<file path="config.mk">
export PLATFORM = sky130hd
export DESIGN_NAME = twp_ctrl
export DESIGN_NICKNAME = d
export VERILOG_FILES = /design/src/rtl/twp_pkg.sv /design/src/rtl/twp_ctrl.sv
export SDC_FILE = /design/constraint.sdc
export NUM_CORES = 1
export LEC_CHECK = 0
export ABC_CLOCK_PERIOD_IN_PS = 4120
export BUFFER_PORTS_ARGS = -buffer_cell sky130_fd_sc_hd__buf_2
export CAP_MARGIN = 20
export CORE_ASPECT_RATIO = 0.9
export CORE_MARGIN = 4
export CORE_UTILIZATION = 30
export CTS_CLUSTER_SIZE = 8
export DETAILED_ROUTE_END_ITERATION = 6
export PLACE_DENSITY = 0.56
export RECOVER_POWER = 25
export SLEW_MARGIN = 20
export SYNTH_ARGS = -nofsm -noshare
export SYNTH_HDL_FRONTEND = slang
export SYNTH_SLANG_ARGS = --single-unit
</file>
<file path="constraint.sdc">
create_clock -name clk -period 4.12 [get_ports clk]
set_input_delay 0 -clock clk [delete_from_list [all_inputs] [get_ports clk]]
set_output_delay 0 -clock clk [all_outputs]
set_load 0.01 [all_outputs]
</file>
<file path="src/rtl/twp_pkg.sv">
// Shared types and constants for the three-way partition block.
package twp_pkg;

  localparam int MAX_ITEMS_DEFAULT = 1024;

  localparam int WORD_W   = 32;
  localparam int POS_W    = 10;
  localparam int LESS_W   = 11;
  localparam int STATUS_W = 2;

  // func codes
  localparam logic FUNC_PUSH = 1'b0;
  localparam logic FUNC_READ = 1'b1;

  // status codes
  localparam logic [STATUS_W-1:0] STATUS_OK    = 2'd0;
  localparam logic [STATUS_W-1:0] STATUS_EMPTY = 2'd1;
  localparam logic [STATUS_W-1:0] STATUS_FULL  = 2'd2;

  // where the returned word comes from
  typedef enum logic [1:0] {
    SEL_ZERO,
    SEL_LESS,
    SEL_PIVOT,
    SEL_GREATER
  } sel_t;

  typedef struct packed {
    logic              func;
    logic [WORD_W-1:0] value;
  } in_item_t;

  typedef struct packed {
    logic [WORD_W-1:0]   value_res;
    logic [POS_W-1:0]    position;
    logic [LESS_W-1:0]   less_total;
    logic                is_last;
    logic [STATUS_W-1:0] status;
  } out_item_t;

  // result fields decided at accept time, completed once RAM data returns
  typedef struct packed {
    sel_t                sel;
    logic [WORD_W-1:0]   pivot;
    logic [POS_W-1:0]    position;
    logic [LESS_W-1:0]   less_total;
    logic                is_last;
    logic [STATUS_W-1:0] status;
  } meta_t;

  typedef struct packed {
    logic less_we;
    logic greater_we;
    logic less_re;
    logic greater_re;
  } mem_ctl_t;

endpackage

</file>
<file path="src/rtl/twp_ctrl.sv">
// Pivot register, set counters and per-transaction classification / RAM addressing.
module twp_ctrl #(
  parameter int MAX_ITEMS = twp_pkg::MAX_ITEMS_DEFAULT
) (
  input  logic                          clk,
  input  logic                          rst,
  input  logic                          cfg_fire,
  input  logic [twp_pkg::WORD_W-1:0]    cfg_data,
  input  logic                          in_fire,
  input  twp_pkg::in_item_t             in_item,
  output twp_pkg::meta_t                meta,
  output twp_pkg::mem_ctl_t             mem_ctl,
  output logic [$clog2(MAX_ITEMS)-1:0]  waddr,
  output logic [$clog2(MAX_ITEMS)-1:0]  raddr
);

  localparam int CW = $clog2(MAX_ITEMS + 1);
  localparam int AW = $clog2(MAX_ITEMS);
  localparam logic [CW-1:0] MAX_CNT = CW'(MAX_ITEMS);

  logic [twp_pkg::WORD_W-1:0] pivot;
  logic [CW-1:0] less_count, less_count_next;
  logic [CW-1:0] greater_count, greater_count_next;
  logic [CW-1:0] item_count, item_count_next;
  logic [CW-1:0] read_index, read_index_next;
  logic          draining, draining_next;

  logic [CW-1:0] base_less, base_greater, base_item;
  logic [CW-1:0] greater_start, greater_off, read_index_inc;

  always_comb begin
    base_less      = draining ? '0 : less_count;
    base_greater   = draining ? '0 : greater_count;
    base_item      = draining ? '0 : item_count;
    greater_start  = item_count - greater_count;
    greater_off    = read_index - greater_start;
    read_index_inc = read_index + 1'b1;

    less_count_next    = less_count;
    greater_count_next = greater_count;
    item_count_next    = item_count;
    read_index_next    = read_index;
    draining_next      = draining;

    mem_ctl = '0;
    waddr   = '0;
    raddr   = '0;

    meta            = '0;
    meta.sel        = twp_pkg::SEL_ZERO;
    meta.pivot      = pivot;
    meta.status     = twp_pkg::STATUS_OK;
    meta.less_total = twp_pkg::LESS_W'(less_count);

    if (in_fire) begin
      if (in_item.func == twp_pkg::FUNC_PUSH) begin
        // first push after a read opens a new set
        less_count_next    = base_less;
        greater_count_next = base_greater;
        item_count_next    = base_item;
        if (draining) begin
          read_index_next = '0;
          draining_next   = 1'b0;
        end
        if (base_item >= MAX_CNT) begin
          meta.status = twp_pkg::STATUS_FULL;
        end else begin
          if (in_item.value < pivot) begin
            mem_ctl.less_we = 1'b1;
            waddr           = base_less[AW-1:0];
            less_count_next = base_less + 1'b1;
          end else if (in_item.value > pivot) begin
            mem_ctl.greater_we = 1'b1;
            waddr              = base_greater[AW-1:0];
            greater_count_next = base_greater + 1'b1;
          end
          item_count_next = base_item + 1'b1;
        end
        meta.less_total = twp_pkg::LESS_W'(less_count_next);
      end else begin
        if (read_index >= item_count) begin
          meta.status   = twp_pkg::STATUS_EMPTY;
          draining_next = 1'b1;
        end else begin
          if (read_index < less_count) begin
            mem_ctl.less_re = 1'b1;
            raddr           = read_index[AW-1:0];
            meta.sel        = twp_pkg::SEL_LESS;
          end else if (read_index < greater_start) begin
            meta.sel = twp_pkg::SEL_PIVOT;
          end else begin
            mem_ctl.greater_re = 1'b1;
            raddr              = greater_off[AW-1:0];
            meta.sel           = twp_pkg::SEL_GREATER;
          end
          meta.position = twp_pkg::POS_W'(read_index);
          if (read_index_inc >= item_count) begin
            // final word: close the set
            meta.is_last       = 1'b1;
            less_count_next    = '0;
            greater_count_next = '0;
            item_count_next    = '0;
            read_index_next    = '0;
            draining_next      = 1'b0;
          end else begin
            read_index_next = read_index_inc;
            draining_next   = 1'b1;
          end
        end
      end
    end
  end

  always_ff @(posedge clk) begin
    if (rst) begin
      pivot         <= '0;
      less_count    <= '0;
      greater_count <= '0;
      item_count    <= '0;
      read_index    <= '0;
      draining      <= 1'b0;
    end else begin
      if (cfg_fire) begin
        pivot <= cfg_data;
      end
      less_count    <= less_count_next;
      greater_count <= greater_count_next;
      item_count    <= item_count_next;
      read_index    <= read_index_next;
      draining      <= draining_next;
    end
  end

`ifndef ASSERT_OFF
  a_counts_fit: assert property (@(posedge clk) disable iff (rst)
    ({1'b0, less_count} + {1'b0, greater_count}) <= {1'b0, item_count})
    else $error("less and greater counts exceed item count");

  a_item_bound: assert property (@(posedge clk) disable iff (rst)
    item_count <= MAX_CNT && read_index <= item_count)
    else $error("item count or read index out of range");

  a_one_mem_op: assert property (@(posedge clk) disable iff (rst)
    $onehot0({mem_ctl.less_we, mem_ctl.greater_we, mem_ctl.less_re, mem_ctl.greater_re}))
    else $error("more than one RAM operation in a cycle");
`endif

endmodule

</file>
==> metrics, run 1 <==
outcome=finished, violations left; failing checks=capacitance limit, slew limit; Ant. Diodes=0; Die ar.=approximately 0.024 mm^2; CTS tree=built; RePlAce Congestion=roughly 0.83; maxcap violations=1; leak pwr=between 3 and 4 nW; critical path startpoint category=flip-flop; Final Setup Violations=0; DR iter-0 viols=368; fin nets=roughly 1,200; Clock Sink Count=77; Detail Route Antenna Nets=0; share of the synthesized area in the top cell type=0.233; CTS Buffer Depth=2; top fanout value on the critical path=10; clock share of power=0.397; share of cells above drive strength 1=0.170; period utilisation layout=0.931; Pint=1.47 mW; Worst Tran Pin Value=2.32 ns; NetSw=653 uW; chip width=roughly 160 um; leading post-synthesis cells by cell area=dfxtp_1, ha_1, nor2_1; switching portion of total power=0.308; IO buf count=150; final hold violation count=0; CP max-delay cell=dfxtp_1; Sum Neg Setup Slack=0 ns; Req. time, crit path=between 4 and 5 ns; total track usage=0.180; fin. max-slew vios=48; unrepaired setup endpoints after global routing=no; # H-tree levels=3; filler cell count=roughly 2,300; HPWL after DPL=roughly 17,000 um; Layout Utilization=0.386; ys async rst share=0; Clk Latency, worst-skew pair=0.35 ns; slowest stage delay, CP=0.36 ns; most instantiated cells after synthesis=nor2_1, ha_1, dfxtp_1; gr ovfl total=0; WL/cell=around 16 um; first-pass GRT wire length=about 35,000 um; Worst path top cell family by delay=compound AO/OA/AOI/OAI gates; count leader, synth=nor2_1; initial antenna violation count=0; Top FF cell, synth=dfxtp_1; Mapped Nets=a little over 1,000; FMAX=roughly 260 MHz; Most common cell on crit path=a21o_1; Cell Area, Synth=~0.0066 mm^2; DRC viols=0; worst path bufs/invs=3; crit path DAT=between 3 and 4 ns; die height=149 um; Root Driver=clkbuf_16; Distinct cells, synth=76; Power Density=around 250 mW/mm^2; Syn. warnings=0; First-pass DRT Iterations=5; Yosys reg bits=between 70 and 80; Worst-path clk slew=0.06 ns; number of synthesized flops with an enable pin=0; CP endpoint kind=output pin; largest area contributor in the netlist=dfxtp_1; core area=between 0.02 and 0.025 mm^2; post-synthesis sequential area ratio=0.233; vias in the first global route=approximately 6,600; crit path time final=~3.8 ns; setup skew after layout=0.0172 ns; Area growth syn-to-layout=26.1%; register share of total power=0.373; wirelength, routed=around 22,000 um; worst-path cell chain=inv_1 > ha_1 > nor2b_1 > o21ai_0 > nand2b_1 > a21o_1 > a21o_1 > a31oi_2 > xor2_1 > ha_1 > a21o_1 > a21oi_1 > a21o_1 > a211oi_4 > buf_4 > a32o_1 > buf_2; Peak VDD IR=between 0.1 and 0.15 mV; Syn Area/Cell=just under 8 um^2; Mapped Cells=approximately 850; combinational fraction of design power=0.231; largest net degree at the start of global routing=between 40 and 50; crit path kind=reg2out; starting utilization of the core area=0.306; Hold/Removal Path Class=in2reg; vias per std cell=between 5 and 6; via count=roughly 6,800; Relative slew margins=-0.550; cts bufs inserted=9; std cell rows=51; io pins=about 150
[state kept, by name, summed over array words and instances, names as in the netlist]
name,count
pivot,32
greater_count,11
item_count,11
less_count,11
read_index,11
draining,1
[power groups by stage]
stage | Clock [mW] | Sequential [mW] | Combinational [mW]
3_3_place_gp | 0 | 0.806 | 0.465
5_1_grt | 0.907 | 0.793 | 0.552
2_1_floorplan | 0 | 0.808 | 0.318
3_5_place_dp | 0 | 0.806 | 0.465
6_report | 0.841 | 0.790 | 0.489
4_1_cts | 0.873 | 0.790 | 0.493
[cells by family after synthesis]
kind of cell	share of synthesized area
AO/OA/AOI/OAI	0.235
XOR/XNOR	0.0305
adder cells (fa/ha/maj)	0.178
buffers and inverters	0.0649
flip-flops	0.233
multiplexers	0.0515
AND/OR/NAND/NOR	0.207
[per-layer routing]
layer | GRT usage | vias up | share of wire
li1 | - | 3400 | -
met4 | 0.0441 | 0 | 0.017
met5 | 0 | - | 0
met3 | 0.0373 | 26 | 0.065
met1 | 0.243 | 3120 | 0.46
met2 | 0.297 | 226 | 0.46
[layout make-up]
cell class                 count  area (um^2)  area share
tap                          291          364      0.0437
clock buffer                  10          239      0.0287
timing repair buffer         203         1190       0.142
inverter                      76          287      0.0344
sequential                    77         1540       0.185
multi-input combinational    656         4650       0.558
clock inverter                 6         70.1     0.00840
[worst reg2reg max path, stage by stage (launching register included)]
cell and delay, ns:
dfxtp_1 0.43, and3_1 0.28, and3_1 0.19, xor2_1 0.22, ha_1 0.28, and3_1 0.18
a221oi_1 0.27, o21ai_1 0.13, a221oi_2 0.31, o31a_2 0.30, nand2b_1 0.22, buf_4 0.25
o21ai_0 0.09, a22o_1 0.15
[metrics by stage]
stage	instance area, um^2	total power, mW	instances	worst slack (ns)	hold slack [ns]
after floorplan	6610	1.13	845	0.875	0.147
after global placement	7730	1.27	1269	0.606	0.232
after detailed placement	7730	1.27	1269	0.565	0.241
after CTS	8370	2.16	1318	0.152	0.0543
after global routing	8340	2.25	1319	0.0432	0.0834
final	8340	2.12	1319	0.286	0.0647
[final timing paths]
path,cells past startpoint,startpoint,to,slack (ns)
worst max-delay path,17,greater_count[1]$_SDFFE_PP0P_,raddr[3],0.29
worst min-delay path,3,in_fire,draining$_SDFFE_PP0P_,0.06
worst max register to register,13,read_index[0]$_SDFFE_PP0P_,less_count[6]$_SDFFE_PP0P_,0.79
worst min register to register,2,greater_count[10]$_SDFFE_PP0P_,greater_count[10]$_SDFFE_PP0P_,0.48
[cell usage in the layout (no fill, tap or decap), drive strengths merged, types with 5 or more instances in the layout]
| cell | n |
|---|---|
| a22oi | 8 |
| o211ai | 5 |
| nand2 | 45 |
| o21ai | 57 |
| nor4 | 5 |
| nor2b | 9 |
| buf | 136 |
| a31oi | 11 |
| dfxtp | 77 |
| dlygate4sd3 | 33 |
| nand4 | 20 |
| nand3 | 22 |
| a21oi | 65 |
| or3 | 5 |
| clkinv | 6 |
| clkbuf | 44 |
| a21o | 18 |
| a22o | 15 |
| inv | 75 |
| xor2 | 7 |
| xnor2 | 16 |
| o2111ai | 5 |
| nor2 | 102 |
| o22ai | 6 |
| ha | 91 |
| nor3 | 13 |
| nor3b | 7 |
| nand2b | 8 |
| o21a | 6 |
| and3 | 12 |
| and2 | 13 |
| mux2i | 34 |
[repair_timing]
item,in CTS,in global routing
hold buffers,33,0
hold endpoints to repair,33,0
setup buffers,0,1
gates resized for setup,0,3
setup endpoints to repair,0,10
Note: power is estimated with default switching activity, not from simulation.
==> run 2: changes to the inputs <==
HOLD_SLACK_MARGIN = 0.12   (was unset)
==> metrics, run 2 (synthesis gave the netlist of run 1 again) <==
starting utilization of the core area=0.306 (unchanged); std cell rows=51 (unchanged); Ant. Diodes=0 (unchanged); first-pass GRT wire length=35,200 um (unchanged); setup skew after layout=0.0189 ns (+0.00168 ns); DR iter-0 viols=318 (-14%); vias in the first global route=6,638 (+0.11%); CP max-delay cell=dfxtp_1; hold path start=in_item[32]; # H-tree levels=3 (unchanged); Pint=1.47 mW (about the same); Hold/Removal Path Class=in2reg; Peak VDD IR=0.152 mV (+1.5%); critical path startpoint=greater_count[1]$_SDFFE_PP0P_; HPWL after DPL=16,700 um (unchanged); Final Setup Violations=0 (unchanged); period utilisation layout=0.930 (about the same); Worst path top cell family by delay=compound AO/OA/AOI/OAI gates; switching portion of total power=0.309 (+0.00159); Root Driver=clkbuf_16; Req. time, crit path=4.12 ns (about the same); crit path time final=3.83 ns (-0.00187 ns); First-pass DRT Iterations=5 (unchanged); maxcap violations=1 (unchanged); top fanout value on the critical path=10 (unchanged); chip width=164 um (unchanged); Detail Route Antenna Nets=0 (unchanged); clock share of power=0.398 (about the same); final std cells w/o fill=1,320 (+0.076%); RR Startpoint=read_index[0]$_SDFFE_PP0P_; Relative slew margins=-0.556 (-0.00643); io pins=151 (unchanged); crit path kind=reg2out; Worst Tran Pin Value=2.33 ns (+0.00965 ns); register share of total power=0.372 (about the same); initial antenna violation count=0 (unchanged); worst-path cell chain=inv_1 > ha_1 > nor2b_1 > o21ai_0 > nand2b_1 > a21o_1 > a21o_1 > a31oi_2 > xor2_1 > ha_1 > a21o_1 > a21oi_1 > a21o_1 > a211oi_4 > buf_4 > a32o_1 > buf_2; Final Total Pwr=2.13 mW (+0.28%); fin nets=1,186 (+0.084%); Sum Neg Setup Slack=0 ns (unchanged); Inst Count DP=1,269 (unchanged); Area growth syn-to-layout=26.3%; leak pwr=3.67 nW (+0.11%); worst hold slack=0.264 ns (+0.199 ns); CP endpoint kind=output pin; RePlAce Congestion=0.829 (unchanged); gr ovfl total=0 (unchanged); Worst-path clk slew=0.06 ns (about the same); combinational fraction of design power=0.230 (about the same); final hold violation count=0 (unchanged); total track usage=0.180 (unchanged); Top reg by flops=pivot; slowest stage delay, CP=0.36 ns (about the same); share of cells above drive strength 1=0.170 (about the same); core area=0.0216 mm^2 (unchanged); die height=149 um (unchanged); failing checks=capacitance limit, slew limit; Final WS setup=0.288 ns (+0.00187 ns); CTS Buffer Depth=2 (unchanged); via count=6,768 (-0.059%); DRC viols=0 (unchanged); IO buf count=150 (unchanged); critical path startpoint category=flip-flop; WL/cell=16.4 um (about the same); FMAX=261 MHz (about the same); commonest non-fill, non-tap cell in the layout=buf_2; max FFs per register=32 (unchanged); commonest non-fill, non-tap cells in the layout=buf_2, nor2_1, ha_1; fin. max-slew vios=48 (unchanged); outcome=finished, violations left; Clock Sink Count=77 (unchanged); Clk Latency, worst-skew pair=0.35 ns (about the same); worst path bufs/invs=3 (unchanged); Power Density=255 mW/mm^2 (+0.16%); NetSw=658 uW (+0.80%); wirelength, routed=21,700 um (about the same); Die ar.=0.0245 mm^2 (unchanged); unrepaired setup endpoints after global routing=no; placed inst area=0.00773 mm^2 (unchanged); crit path DAT=3.83 ns (about the same); vias per std cell=5.13 (-0.13%); Layout Utilization=0.386 (+0.000463); cts bufs inserted=9 (unchanged); CTS tree=built; Place WS=0.565 ns (unchanged); cell area after layout=0.00835 mm^2 (+0.12%); largest net degree at the start of global routing=48 (unchanged); Most common cell on crit path=a21o_1
[run 2: cell types whose count changed in the layout (fill, tap and decap cells not counted), sizes merged]
cell         delta
dlygate4sd3     +1
[run 2: metal layers]
layer / wire length (um) / track usage / vias to the layer above / share of wire
li1: - / - / 3407 / -
met1: 9970 / 0.243 / 3102 / 0.46
met2: 9930 / 0.297 / 233 / 0.46
met3: 1430 / 0.0373 / 26 / 0.066
met4: 365 / 0.0441 / 0 / 0.017
met5: 0 / 0 / - / 0
[run 2: worst paths after layout]
path,to,slack (ns),cells past startpoint
worst min-delay path,item_count[1]$_SDFFE_PP0P_,0.26,5
worst min register to register,greater_count[10]$_SDFFE_PP0P_,0.48,2
worst max-delay path,raddr[3],0.29,17
worst max register to register,less_count[6]$_SDFFE_PP0P_,0.80,13
[run 2: power by group through the flow]
stage / registers (mW) / logic (mW) / clock network, mW
3_3_place_gp: 0.806 / 0.465 / 0
4_1_cts: 0.790 / 0.494 / 0.873
3_5_place_dp: 0.806 / 0.465 / 0
6_report: 0.790 / 0.490 / 0.846
5_1_grt: 0.793 / 0.553 / 0.907
2_1_floorplan: 0.808 / 0.318 / 0
[run 2: area by class of cell]
cell class / instances / area [um^2]
repair buffers: 204 / 1200
clock buffers: 10 / 239
clock inverters: 6 / 70.1
well taps: 291 / 364
inverters: 76 / 287
fillers: 2279 / 13300
multi-input cells: 656 / 4650
flip-flops and latches: 77 / 1540
[run 2: repair_timing]
item / 4_1_cts / 5_1_grt
hold buffers: 34 / 0
buffers inserted: 0 / 1
gates resized for setup: 0 / 3
setup endpoints to repair: 0 / 10
endpoints found under the hold margin: 34 / 0
[run 2: worst register-to-register path: cells and delay by family, from the launching register on]
kind / cells / cell delay (ns)
simple gates: 4 / 0.87
fa+ha+maj: 1 / 0.28
buf+inv: 1 / 0.24
flops: 1 / 0.42
compound gates: 6 / 1.25
xor+xnor: 1 / 0.22
==> run 3: changes to the inputs <==
CORE_MARGIN = unset   (was 4)
CORE_UTILIZATION = 40   (was 30)
PLACE_DENSITY = 0.69   (was 0.56)
==> metrics, run 3 (synthesis gave the netlist of run 1 again) <==
reg-to-reg critical path endpoint=greater_count[9]$_SDFFE_PP0P_; fin nets=1,184 (-0.17%); wirelength, routed=20,300 um (-6.2%); vias per std cell=5.60 (+9.1%); Power Density=258 mW/mm^2 (+1.3%); Layout Utilization=0.511 (+0.125); Ant. Diodes=0 (unchanged); outcome=finished, violations left; DR iter-0 viols=380 (+19%); fin. max-slew vios=48 (unchanged); First-pass DRT Iterations=7 (+2); DRC viols=0 (unchanged); crit path DAT=3.87 ns (+0.04 ns); Reg2Reg Setup Slack=0.55 ns (-0.25 ns); critical path startpoint category=flip-flop; starting utilization of the core area=0.410 (+0.104); cts bufs inserted=9 (unchanged); first-pass GRT wire length=32,400 um (-7.9%); core area=0.0161 mm^2 (-25%); Req. time, crit path=4.12 ns (about the same); Relative slew margins=-0.525 (+0.0315); initial antenna violation count=0 (unchanged); final hold violation count=0 (unchanged); vias in the first global route=6,517 (-1.8%); Peak VDD IR=0.203 mV (+34%); top sig layer=met4; worst hold slack=0.229 ns (-0.0346 ns); Place WS=0.522 ns (-0.0437 ns); share of cells above drive strength 1=0.169 (-0.000643); Most common cell on crit path=a21o_1; Worst Tran Pin Value=2.29 ns (-0.0472 ns); CTS Buffer Depth=2 (unchanged); total track usage=0.247 (+0.0664); crit path time final=3.87 ns (+0.0425 ns); final std cells w/o fill=1,234 (-6.5%); Hold/Removal Path Class=in2reg; Detail Route Antenna Nets=0 (unchanged); Clk Latency, worst-skew pair=0.35 ns (about the same); period utilisation layout=0.941 (+0.0103); WL/cell=16.5 um (+0.35%); filler cell count=1,545 (-32%); Multi-input gate area=0.00466 mm^2 (about the same); Worst Hold Path Cells=5 (unchanged); RR Startpoint=read_index[1]$_SDFFE_PP0P_; hold path start=in_item[32]; RePlAce Congestion=0.871 (+5.1%); HPWL after DPL=15,100 um (-9.2%); std cell rows=44 (-14%); Sum Neg Setup Slack=0 ns (unchanged); gr ovfl total=0 (unchanged); FMAX=258 MHz (-1.1%); CP max-delay cell=dfxtp_1; worst-path cell chain=inv_1 > ha_1 > nor2b_1 > o21ai_0 > nand2b_1 > a21o_1 > a21o_1 > a31oi_2 > xor2_1 > ha_1 > a21o_1 > a21oi_2 > a21o_1 > a211oi_4 > buf_4 > a32o_1 > buf_2; Final WS setup=0.245 ns (-0.0425 ns); Clock Sink Count=77 (unchanged); met2 WL=9410 um (-5.2%); commonest non-fill, non-tap cell in the layout=buf_2; hold-critical path endpoint=item_count[1]$_SDFFE_PP0P_; Die ar.=0.0171 mm^2 (-30%); setup skew after layout=0.0101 ns (-0.00881 ns); Inst Count DP=1,183 (-6.8%); CTS tree=built; R2R depth=12 (-1); top fanout value on the critical path=10 (unchanged); io pins=151 (unchanged); Area growth syn-to-layout=24.5%; largest net degree at the start of global routing=48 (unchanged); Top reg by flops=pivot; max FFs per register=32 (unchanged); via count=6,905 (+2.0%); maxcap violations=1 (unchanged); Final Setup Violations=0 (unchanged); crit path kind=reg2out; leak pwr=3.65 nW (-0.46%); slowest stage delay, CP=0.39 ns (+0.03 ns); IO buf count=150 (unchanged); Reg area=0.00154 mm^2 (unchanged); CP endpoint kind=output pin; die height=124 um (-17%); Worst-path clk slew=0.06 ns (about the same); unrepaired setup endpoints after global routing=no; commonest non-fill, non-tap cells in the layout=buf_2, nor2_1, ha_1; Root Driver=clkbuf_16; # H-tree levels=3 (unchanged); failing checks=capacitance limit, slew limit; chip width=138 um (-16%); M1 WL=8890 um (-11%); metal3 WL=1720 um (+20%)
run 3: cell count changes in the layout (fill, tap and decap cells not counted), sizes merged:
| cell | delta |
|---|---|
| clkinvlp | +2 |
| clkinv | -2 |
| buf | -2 |
run 3: cell type report:
class                   count  share of cell area
clock buffers              10              0.0290
multi-input cells         656               0.565
clock inverters             6             0.00866
repair buffers            202               0.143
inverters                  76              0.0348
flip-flops and latches     77               0.187
well taps                 207              0.0314
run 3: worst max path at each step:
stage,from,end,slack [ns]
finish,greater_count[1]$_SDFFE_PP0P_,raddr[3],0.25
CTS,item_count[0]$_SDFFE_PP0P_,raddr[3],0.1
detailed placement,item_count[0]$_SDFFE_PP0P_,raddr[3],0.52
global placement,item_count[0]$_SDFFE_PP0P_,raddr[3],0.55
floorplan,item_count[0]$_SDFFE_PP0P_,raddr[3],0.87
global route,greater_count[1]$_SDFFE_PP0P_,raddr[3],0.004
run 3: through the flow:
step	area [um^2]	power, mW
after floorplan	6610	1.13
after global placement	7600	1.26
after detailed placement	7610	1.26
after CTS	8260	2.13
after global routing	8240	2.23
final	8240	2.12
run 3: routing by layer:
layer	track usage	vias up
met2	0.423	302
met1	0.307	3177
li1	-	3392
met5	0	-
met3	0.0549	34
met4	0.0742	0
run 3: worst max-delay path: cells and delay by family, from the launching register on:
family / cells / cell delay [ns]
AO/OA/AOI/OAI: 9 / 1.72
XOR/XNOR: 1 / 0.17
adder cells (fa/ha/maj): 2 / 0.59
buffers and inverters: 3 / 0.42
flip-flops: 1 / 0.39
AND/OR/NAND/NOR: 2 / 0.25
run 3: timing repair:
action / 4_1_cts / 5_1_grt
setup buffers: 0 / 1
endpoints found under the hold margin: 34 / 0
hold buffers: 34 / 0
gates resized for setup: 0 / 4
endpoints found under the setup margin: 0 / 10
run 3: power by group:
group	total, mW	leakage (nW)	switching [mW]	internal (mW)
registers	0.791	0.628	0.0233	0.767
logic	0.487	2.88	0.277	0.209
clock network	0.847	0.145	0.357	0.491
